===== src/sv/mhpq_pkg.sv =====
// types, constants and helpers shared by the min-heap priority queue modules
// no dependencies

package mhpq_pkg;

  localparam int unsigned CAPACITY = 1024;
  localparam int unsigned HANDLES  = 1024;
  localparam int unsigned KEY_W    = 64;
  localparam int unsigned DELTA_W  = 63;
  localparam int unsigned HANDLE_W = 10;
  localparam int unsigned SLOT_W   = $clog2(CAPACITY + 1);
  localparam int unsigned ADDR_W   = $clog2(CAPACITY);
  localparam int unsigned HADDR_W  = $clog2(HANDLES);

  typedef enum logic [1:0] {
    REQ_INSERT  = 2'd0,
    REQ_GET_MIN = 2'd1,
    REQ_EXTRACT = 2'd2,
    REQ_DECREASE = 2'd3
  } req_e;

  typedef enum logic [2:0] {
    ST_OK      = 3'd0,
    ST_EMPTY   = 3'd1,
    ST_FULL    = 3'd2,
    ST_UNKNOWN = 3'd3,
    ST_INUSE   = 3'd4
  } status_e;

  typedef struct packed {
    logic [1:0]              req_type;
    logic signed [KEY_W-1:0] key_value;
    logic [HANDLE_W-1:0]     handle;
    logic [DELTA_W-1:0]      delta;
  } req_t;

  typedef struct packed {
    logic signed [KEY_W-1:0] min_value;
    logic [2:0]              status;
    logic [SLOT_W-1:0]       entry_count;
  } res_t;

  // one heap slot
  typedef struct packed {
    logic signed [KEY_W-1:0] key;
    logic [HANDLE_W-1:0]     handle;
  } entry_t;

  // datapath actions requested by the controller
  typedef struct packed {
    logic    accept;
    logic    clr;
    logic    ins;
    logic    ext;
    logic    ext_last;
    logic    dec_rd;
    logic    dec_ld;
    logic    up_rd;
    logic    up_mv;
    logic    dn_rdl;
    logic    dn_ll;
    logic    dn_rdr;
    logic    dn_pr;
    logic    dn_mv;
    logic    place;
    logic    st_we;
    status_e st_code;
  } cmd_t;

  // conditions reported back to the controller
  typedef struct packed {
    req_e req;
    logic bad_handle;
    logic hs_used;
    logic full;
    logic empty;
    logic cnt_one;
    logic s_one;
    logic has_left;
    logic has_right;
    logic up_less;
    logic right_less;
    logic dn_less;
    logic clr_last;
  } stat_t;

  // heap slot number (1-based) to memory address
  function automatic logic [ADDR_W-1:0] slot_addr(input logic [SLOT_W:0] slot);
    logic [SLOT_W:0] a;
    a = slot - 1'b1;
    return a[ADDR_W-1:0];
  endfunction

endpackage


===== src/sv/mhpq_ctrl.sv =====
// controller state machine of the min-heap priority queue
// depends on mhpq_pkg

module mhpq_ctrl import mhpq_pkg::*; (
  input  logic  clk_i,
  input  logic  rst_ni,
  input  logic  start,
  input  stat_t stat_i,
  output cmd_t  cmd_o,
  output logic  busy,
  output logic  done_o
);

  typedef enum logic [11:0] {
    S_CLEAR  = 12'b000000000001,
    S_IDLE   = 12'b000000000010,
    S_LOOK   = 12'b000000000100,
    S_DEC    = 12'b000000001000,
    S_UP     = 12'b000000010000,
    S_UP_CMP = 12'b000000100000,
    S_DN     = 12'b000001000000,
    S_DN_L   = 12'b000010000000,
    S_DN_R   = 12'b000100000000,
    S_DN_CMP = 12'b001000000000,
    S_PLACE  = 12'b010000000000,
    S_DONE   = 12'b100000000000
  } state_e;

  state_e state_q, state_d;

  // next state and datapath commands
  always_comb begin
    state_d = state_q;
    cmd_o   = '0;
    cmd_o.st_code = ST_OK;
    unique case (state_q)
      S_CLEAR: begin
        cmd_o.clr = 1'b1;
        if (stat_i.clr_last) state_d = S_IDLE;
      end
      S_IDLE: begin
        if (start) begin
          cmd_o.accept = 1'b1;
          state_d = S_LOOK;
        end
      end
      S_LOOK: begin
        state_d = S_DONE;
        unique case (stat_i.req)
          REQ_INSERT: begin
            if (stat_i.bad_handle) begin
              cmd_o.st_we = 1'b1;
              cmd_o.st_code = ST_UNKNOWN;
            end else if (stat_i.hs_used) begin
              cmd_o.st_we = 1'b1;
              cmd_o.st_code = ST_INUSE;
            end else if (stat_i.full) begin
              cmd_o.st_we = 1'b1;
              cmd_o.st_code = ST_FULL;
            end else begin
              cmd_o.ins = 1'b1;
              state_d = S_UP;
            end
          end
          REQ_GET_MIN: begin
            if (stat_i.empty) begin
              cmd_o.st_we = 1'b1;
              cmd_o.st_code = ST_EMPTY;
            end
          end
          REQ_EXTRACT: begin
            if (stat_i.empty) begin
              cmd_o.st_we = 1'b1;
              cmd_o.st_code = ST_EMPTY;
            end else if (stat_i.cnt_one) begin
              cmd_o.ext_last = 1'b1;
            end else begin
              cmd_o.ext = 1'b1;
              state_d = S_DN;
            end
          end
          REQ_DECREASE: begin
            if (stat_i.bad_handle || !stat_i.hs_used) begin
              cmd_o.st_we = 1'b1;
              cmd_o.st_code = ST_UNKNOWN;
            end else begin
              cmd_o.dec_rd = 1'b1;
              state_d = S_DEC;
            end
          end
          default: ;
        endcase
      end
      S_DEC: begin
        cmd_o.dec_ld = 1'b1;
        state_d = S_UP;
      end
      S_UP: begin
        if (stat_i.s_one) begin
          state_d = S_PLACE;
        end else begin
          cmd_o.up_rd = 1'b1;
          state_d = S_UP_CMP;
        end
      end
      S_UP_CMP: begin
        if (stat_i.up_less) begin
          cmd_o.up_mv = 1'b1;
          state_d = S_UP;
        end else begin
          state_d = S_PLACE;
        end
      end
      S_DN: begin
        if (stat_i.has_left) begin
          cmd_o.dn_rdl = 1'b1;
          state_d = S_DN_L;
        end else begin
          state_d = S_PLACE;
        end
      end
      S_DN_L: begin
        cmd_o.dn_ll = 1'b1;
        if (stat_i.has_right) begin
          cmd_o.dn_rdr = 1'b1;
          state_d = S_DN_R;
        end else begin
          state_d = S_DN_CMP;
        end
      end
      S_DN_R: begin
        cmd_o.dn_pr = stat_i.right_less;
        state_d = S_DN_CMP;
      end
      S_DN_CMP: begin
        if (stat_i.dn_less) begin
          cmd_o.dn_mv = 1'b1;
          state_d = S_DN;
        end else begin
          state_d = S_PLACE;
        end
      end
      S_PLACE: begin
        cmd_o.place = 1'b1;
        state_d = S_DONE;
      end
      S_DONE: begin
        state_d = S_IDLE;
      end
      default: state_d = S_CLEAR;
    endcase
  end

  // state register
  always_ff @(posedge clk_i or negedge rst_ni) begin
    if (!rst_ni) begin
      state_q <= S_CLEAR;
    end else begin
      state_q <= state_d;
    end
  end

  assign busy   = (state_q != S_IDLE);
  assign done_o = (state_q == S_DONE);

endmodule


===== config.mk =====
export PLATFORM = sky130hd
export DESIGN_NAME = mhpq_ctrl
export DESIGN_NICKNAME = d
export VERILOG_FILES = /design/src/sv/mhpq_pkg.sv /design/src/sv/mhpq_ctrl.sv
export SDC_FILE = /design/constraint.sdc
export NUM_CORES = 1
export LEC_CHECK = 0
export ABC_AREA = 0
export BUFFER_PORTS_ARGS = -buffer_cell sky130_fd_sc_hd__buf_2
export CAP_MARGIN = 20
export CELL_PAD_IN_SITES_DETAIL_PLACEMENT = 0
export CELL_PAD_IN_SITES_GLOBAL_PLACEMENT = 2
export CORE_MARGIN = 2
export CORE_UTILIZATION = 29
export CTS_CLUSTER_DIAMETER = 30
export DETAILED_ROUTE_END_ITERATION = 8
export MAX_ROUTING_LAYER = met4
export PLACE_DENSITY = 0.94
export SYNTH_ARGS = -nofsm -noshare
export SYNTH_HDL_FRONTEND = slang
export SYNTH_SLANG_ARGS = --single-unit

===== constraint.sdc =====
create_clock -name clk_i -period 4.4 [get_ports clk_i]
set_clock_uncertainty 0.2 [all_clocks]
set_input_delay 0.88 -clock clk_i [delete_from_list [all_inputs] [get_ports clk_i]]
set_output_delay 0.88 -clock clk_i [all_outputs]
set_load 0.01 [all_outputs]

# Word-level counts from Yosys, hierarchy flattened
# Index checks and enable logic that the tools add are counted.
# totals
register_bits	12
in_bits	17
# op_classes
eq_ne	18
n_mux	49
reduce_logical	5
# op_table
operator	count
12-bit one-hot mux with 12 select lines	1
12-bit two-way mux	8
11-bit two-way mux	4
12-bit one-hot mux with 3 select lines	1
4-bit two-way mux	7
1-bit two-way mux	23
12-bit by 1-bit equality test with 1-bit output, second input constant	1
12-bit by 10-bit equality test with 1-bit output, second input constant	1
12-bit by 11-bit equality test with 1-bit output, second input constant	1
12-bit equality test, second input constant	1
12-bit by 2-bit equality test with 1-bit output, second input constant	1
12-bit by 3-bit equality test with 1-bit output, second input constant	1
12-bit by 4-bit equality test with 1-bit output, second input constant	1
12-bit by 5-bit equality test with 1-bit output, second input constant	1
12-bit by 6-bit equality test with 1-bit output, second input constant	1
12-bit by 7-bit equality test with 1-bit output, second input constant	1
12-bit by 8-bit equality test with 1-bit output, second input constant	1
12-bit by 9-bit equality test with 1-bit output, second input constant	1
12-bit by 2-bit inequality test with 1-bit output, second input constant	1
4-bit one-hot mux with 3 select lines	1
10-bit two-way mux	1
2-bit two-way mux	3
2-bit equality test, second input constant	2
2-bit inequality test, second input constant	2
6 further kinds	6

# Logic depth before layout (Yosys ltp)
# Gate-level depths: netlist of run 1.
# logic_depth
depth_word	5
mapped_depth	5

# Worst setup path after synthesis of run 1
# OpenSTA, ideal clock, no wires.
# synth_path
kind	input to output
from	input port stat_i[12] (netlist name)
to	output port cmd_o[1] (netlist name)
t_arrival_ps	1627
setup_slack_ps	1693
path_stages	4
path_buffers	0
cell_sequence	inv_1 > ha_1 > nor2_1 > a311oi_1
# synth_lines
element	line_no	rtl
from (decl)	mhpq_ctrl.sv:8	input stat_t stat_i,
to (decl)	mhpq_ctrl.sv:9	output cmd_t cmd_o,

==> impl_metrics.env, run 1 <==
export IMPL_outcome="complete, no violations"
export IMPL_grt_total_usage_pct=14.1
export IMPL_numCtsBuffers=3
export IMPL_drt_total_wl_microns=2290
export IMPL_cpPeakStageDelay_ns=0.66
export IMPL_post_cts_buffers=0
export IMPL_cts_sinks=12
export IMPL_finalSetupViolations=0
export IMPL_io_pins=38
export IMPL_largestRegisters="state_q x12"
export IMPL_drv_slew=0
export IMPL_slowest_stage="nor4_2"
export IMPL_crit_family="simple AND/OR/NAND/NOR gates"
export IMPL_hold_buffers=0
export IMPL_synthesis_area_sq_um=928
export IMPL_wire_per_inst_microns=12.3
export IMPL_ys_warn_count=0
export IMPL_nets=165
export IMPL_vias=926
export IMPL_initial_core_util_pct=30.4
export IMPL_ctsResizeCount=0
export IMPL_drtIter0Drc=41
export IMPL_drive_gt1_share_pct=35.2
export IMPL_crit_fanout=8
export IMPL_gp_congestion=0.749
export IMPL_largest_reg_flops=12
export IMPL_worst_skew_pair_late_latency_ns=0.28
export IMPL_grt_max_degree=13
export IMPL_drc=0
export IMPL_startpoint_type="register"
export IMPL_die_height_microns=60.6
export IMPL_whs_ns=0.269
export IMPL_final_antenna_net_count=0
export IMPL_endpoint_kind="primary output"
export IMPL_coreArea_sq_mm=0.00305
export IMPL_layout_commonest_cell="buf_2"
export IMPL_grt_antenna_before_repair=0
export IMPL_grt_pass1_vias=849
export IMPL_io_buffers=37
export IMPL_ir_drop_uv=110
export IMPL_worstMarginPinSlew_ns=0.685
export IMPL_ys_types=28
export IMPL_avgSynthCellArea_sq_um=9.19
export IMPL_synthCells=101
export IMPL_ys_seq_area_share_pct=32.5
export IMPL_viasPerCell=4.98
export IMPL_h_tree_depth=1
export IMPL_antenna_cells=0
export IMPL_cts_tree="built"
export IMPL_dpl_instance_area_sq_mm=0.00117
export IMPL_critical_path_cell_chain="nor4_2 > nand3_1 > inv_1 > and2_1 > buf_2"
export IMPL_fin_crit_sh_pct=70.3
export IMPL_core_rowCount=20
export IMPL_final_cell_mix="37 x buf_2, 13 x inv_1, 13 x nor4b_1"
export IMPL_timing_setup_tns_ns=0
export IMPL_die_area_sq_mm=0.00367
export IMPL_fmax_ghz=0.323
export IMPL_syn_num_nets=123
export IMPL_dp_hpwl_microns=1850
export IMPL_ys_seq_elements=12
export IMPL_root_buffer="clkbuf_4"
export IMPL_die_width_microns=60.6
export IMPL_required_ns=3.32
export IMPL_max_cap_violations=0
export IMPL_grt_pass1_wl_microns=3800
export IMPL_hold_violations=0
export IMPL_path_clk_slew_ns=0.08
export IMPL_crit_buf_inv=2
export IMPL_hold_class="primary input to asynchronous set/reset pin"
export IMPL_rsz0062_at_grt="no"
export IMPL_period_minus_slack_ns=3.09
export IMPL_worstPathArrival_ns=2.01
export IMPL_finish_instance_area_sq_mm=0.00120
export IMPL_dr_pass1_iters=4
export IMPL_overflow=0
export IMPL_cts_buffer_depth=2
export IMPL_power_density_mw_per_mm2=276
export IMPL_crit_type="register to primary output"
export IMPL_area_growth_pct=29.8
export IMPL_p_leak_nw=0.688
export IMPL_maxSlewHeadroom_pct=53.9
export IMPL_largest_register="state_q"
-- cells in the mapped netlist --
| cell | n | share of area, % |
|---|---|---|
| a211o_1 | 2 | 1.9 |
| a21o_1 | 2 | 1.6 |
| a21oi_1 | 2 | 1.1 |
| a311oi_1 | 1 | 0.94 |
| and2_1 | 3 | 2.0 |
| and3_1 | 3 | 2.0 |
| and3_2 | 3 | 2.4 |
| and4b_1 | 1 | 1.1 |
| dfrtp_1 | 11 | 30 |
| dfstp_2 | 1 | 2.8 |
| ha_1 | 5 | 6.7 |
| inv_1 | 13 | 5.3 |
| nand2b_1 | 2 | 1.3 |
| nand3_1 | 9 | 4.9 |
| nand3_2 | 1 | 1.1 |
| nand4_1 | 2 | 1.3 |
| nand4bb_1 | 1 | 1.2 |
| nor2_1 | 11 | 4.4 |
| nor2b_1 | 3 | 2.0 |
| nor3_1 | 1 | 0.54 |
| nor4_2 | 1 | 1.3 |
| nor4_4 | 2 | 4.6 |
| nor4b_1 | 13 | 12 |
| nor4b_4 | 1 | 2.6 |
| o21ai_0 | 4 | 2.2 |
| o221ai_1 | 1 | 0.94 |
| o22a_1 | 1 | 0.94 |
| o31ai_1 | 1 | 0.81 |
-- cells by family after synthesis --
logic type / Yosys count / synth area share (%)
AO/OA/AOI/OAI: 14 / 10.4
adder cells (fa/ha/maj): 5 / 6.74
buffers and inverters: 13 / 5.26
flip-flops: 12 / 32.5
AND/OR/NAND/NOR: 57 / 45.1
-- worst paths after layout --
| check | depth (start not counted) | slack (ns) | endpoint | start |
|---|---|---|---|---|
| setup / recovery | 5 | 1.31 | cmd_o[7] | state_q[3]$_DFFE_PN0P_ |
| hold / removal | 1 | 0.27 | state_q[8]$_DFFE_PN0P_ | rst_ni |
| setup reg to reg | 4 | 2.38 | state_q[10]$_DFFE_PN0P_ | state_q[3]$_DFFE_PN0P_ |
| hold reg to reg | 3 | 0.52 | state_q[2]$_DFFE_PN0P_ | state_q[3]$_DFFE_PN0P_ |
| max in group asynchronous | 1 | 3.46 | state_q[0]$_DFFE_PN1P_ | rst_ni |
| min in group clk_i | 3 | 0.52 | state_q[2]$_DFFE_PN0P_ | state_q[3]$_DFFE_PN0P_ |
-- where the power goes --
| group | internal, mW | switching [mW] | leakage, nW |
|---|---|---|---|
| clock | 0.0503 | 0.0396 | 0.0210 |
| sequential | 0.124 | 0.0142 | 0.163 |
| combinational | 0.0470 | 0.0574 | 0.504 |
-- metrics by stage --
| step | util [%] | instances | power, mW | setup WS (ns) |
|---|---|---|---|---|
| finish | 39.5 | 186 | 0.333 | 1.31 |
| global route | 39.5 | 186 | 0.358 | 1.10 |
| CTS | 39.5 | 186 | 0.337 | 1.30 |
| detailed placement | 38.3 | 182 | 0.245 | 1.41 |
| global placement | 38.3 | 182 | 0.243 | 1.46 |
| floorplan | - | 101 | 0.206 | 1.69 |
-- final cells by class --
type / instances / area [sq um]
tap: 44 / 55.1
multi-input combinational: 76 / 578
inverter: 13 / 48.8
timing repair buffer: 37 / 185
fill: 332 / 1850
clock buffer: 4 / 36.3
sequential: 12 / 302
-- layer usage --
| metal | part of all wire [%] | vias to the layer above | GRT usage [%] |
|---|---|---|---|
| li1 | - | 459 | - |
| met1 | 49 | 427 | 17.6 |
| met2 | 43 | 36 | 21.7 |
| met3 | 7.3 | 4 | 3.41 |
| met4 | 0.74 | 0 | 5.90 |
| met5 | 0 | - | - |
(Power assumes the default switching activity.)
==> run 2, diff against run 1 <==
- CORE_UTILIZATION: 29 -> 27
- PLACE_DENSITY: 0.94 -> 0.89
- clock period: 4.4 -> 2.9 ns (I/O delays scaled with it)
==> run 2 against run 1 <==
Compared with the run above: critical endpoint is now cmd_o[0]; cell count up 3.2%; core utilization down 2.3 points; global-route usage down 1.7 points; via count up 0.76%; hold slack better by 0.011 ns; sequential cell count unchanged; largest cell class unchanged; wire length up 2.1%; critical path depth unchanged; clock power up 20%.
==> impl_metrics.env, run 2 (synthesized netlist as in run 1, its figures left out) <==
export IMPL_outcome="complete, no violations"
export IMPL_finalSetupViolations=0
export IMPL_cts_buffer_depth=2
export IMPL_max_cap_violations=0
export IMPL_required_ns=2.12
export IMPL_r2r_cells=4
export IMPL_fillers=368
export IMPL_viasPerCell=4.86
export IMPL_hold_class="primary input to register"
export IMPL_grt_max_degree=13
export IMPL_crit_fanout=5
export IMPL_largest_reg_flops=12
export IMPL_power_density_mw_per_mm2=397
export IMPL_h_tree_depth=1
export IMPL_r2r_end="state_q[4]$_DFFE_PN0P_"
export IMPL_endpoint="cmd_o[0]"
export IMPL_finish_instance_area_sq_mm=0.00123
export IMPL_rr_startpoint="state_q[3]$_DFFE_PN0P_"
export IMPL_rsz0062_at_grt="no"
export IMPL_use_met2_pct=21.2
export IMPL_root_buffer="clkbuf_4"
export IMPL_crit_type="register to primary output"
export IMPL_maxSlewHeadroom_pct=64.1
export IMPL_startpoint="state_q[3]$_DFFE_PN0P_"
export IMPL_grt_pass1_vias=843
export IMPL_p_leak_nw=0.700
export IMPL_wire_per_inst_microns=12.2
export IMPL_netSwitchingPower_uw=164
export IMPL_initial_core_util_pct=28.0
export IMPL_ff2ff_setup_slack_ns=1.03
export IMPL_largestRegisters="state_q x12"
export IMPL_final_antenna_net_count=0
export IMPL_largest_register="state_q"
export IMPL_cts_tree="built"
export IMPL_dpl_instance_area_sq_mm=0.00118
export IMPL_swShare_pct=33.6
export IMPL_grt_antenna_before_repair=0
export IMPL_die_height_microns=62.6
export IMPL_startpoint_type="register"
export IMPL_io_pins=38
export IMPL_use_met1_pct=14.7
export IMPL_period_minus_slack_ns=2.73
export IMPL_dr_pass1_iters=4
export IMPL_drv_slew=0
export IMPL_layout_commonest_cell="buf_2"
export IMPL_p_int_uw=324
export IMPL_fmax_ghz=0.366
export IMPL_dp_hpwl_microns=1930
export IMPL_clockPowerShare_pct=22.2
export IMPL_die_area_sq_mm=0.00392
export IMPL_hold_violations=0
export IMPL_area_growth_pct=32.5
export IMPL_worstPathArrival_ns=1.95
export IMPL_vias=933
export IMPL_numCtsBuffers=3
export IMPL_grt_total_usage_pct=12.4
export IMPL_drive_gt1_share_pct=35.6
export IMPL_timing_setup_tns_ns=0
export IMPL_drtIter0Drc=40
export IMPL_pwr_share_seq_pct=43.1
export IMPL_die_width_microns=62.6
export IMPL_drc=0
export IMPL_nets=169
export IMPL_fin_crit_sh_pct=94.1
export IMPL_drt_total_wl_microns=2340
export IMPL_antenna_cells=0
export IMPL_worst_skew_pair_late_latency_ns=0.27
export IMPL_endpoint_kind="primary output"
export IMPL_worstMarginPinSlew_ns=0.531
export IMPL_met3_usage_pct=2.52
export IMPL_grt_pass1_wl_microns=3790
export IMPL_path_clk_slew_ns=0.08
export IMPL_coreArea_sq_mm=0.00331
export IMPL_gp_congestion=0.817
export IMPL_cts_sinks=12
export IMPL_overflow=0
export IMPL_core_rowCount=21
export IMPL_ctsResizeCount=0
export IMPL_final_cell_mix="37 x buf_2, 13 x inv_1, 13 x nor4b_1"
export IMPL_io_buffers=37
export IMPL_ir_drop_uv=125
export IMPL_pwr_share_comb_pct=34.7
export IMPL_grt_busiest_layer="met2"
run 2: cell types whose count changed in the layout (fill, tap and decap cells not counted):
cell / change
dlygate4sd3_1: +1
clkbuf_8: -1
clkbuf_1: +1
buf_4: +3
run 2: worst max-delay path, stage by stage, from the launching register on:
cell and delay, ns:
dfrtp_1 0.44, nor4b_1 0.54, and3_2 0.30, o21ai_0 0.11, a21oi_1 0.14, buf_2 0.15
run 2: stage by stage:
step                hold slack [ns]  power (mW)  cells  setup WS (ns)  utilization [%]
global route                  0.275       0.528    192         0.0347             37.2
CTS                           0.278       0.492    190          0.146             36.7
finish                        0.280       0.488    192          0.170             37.2
floorplan                    0.0844       0.313    101          0.683                -
global placement              0.277       0.379    185          0.493             35.6
detailed placement            0.275       0.382    185          0.457             35.6
run 2: layer usage:
metal  routed length (microns)  share of wire (%)
met3                       136                5.8
met2                      1160                 50
met4                         8               0.34
met1                      1030                 44
met5                         0                  0
run 2: layout make-up:
cell class	instances	area (sq um)	area share [%]
Multi-Input combinational cell	76	578	47.0
Inverter	13	48.8	3.97
Clock buffer	4	26.3	2.14
Tap cell	46	57.6	4.68
Timing Repair Buffer	41	218	17.7
Sequential cell	12	302	24.5
run 2: power by group through the flow:
stage | clock network (mW) | logic [mW] | registers [mW]
floorplan | 0 | 0.104 | 0.209
global placement | 0 | 0.167 | 0.212
detailed placement | 0 | 0.169 | 0.213
CTS | 0.111 | 0.171 | 0.210
global route | 0.122 | 0.191 | 0.215
finish | 0.108 | 0.169 | 0.210
run 2: what timing repair did:
item,CTS,global route
buffers inserted,0,2
hold endpoints to repair,11,0
hold buffers,1,0
setup endpoints to repair,0,2
run 2: how the worst min path moves through the flow:
stage / to / slack [ns] / startpoint / depth (start not counted)
floorplan: state_q[10]$_DFFE_PN0P_ / 0.08 / rst_ni / 0
global placement: state_q[2]$_DFFE_PN0P_ / 0.28 / rst_ni / 1
detailed placement: state_q[5]$_DFFE_PN0P_ / 0.27 / rst_ni / 1
CTS: state_q[5]$_DFFE_PN0P_ / 0.28 / stat_i[6] / 2
global route: state_q[5]$_DFFE_PN0P_ / 0.27 / stat_i[6] / 2
finish: state_q[5]$_DFFE_PN0P_ / 0.28 / stat_i[6] / 2
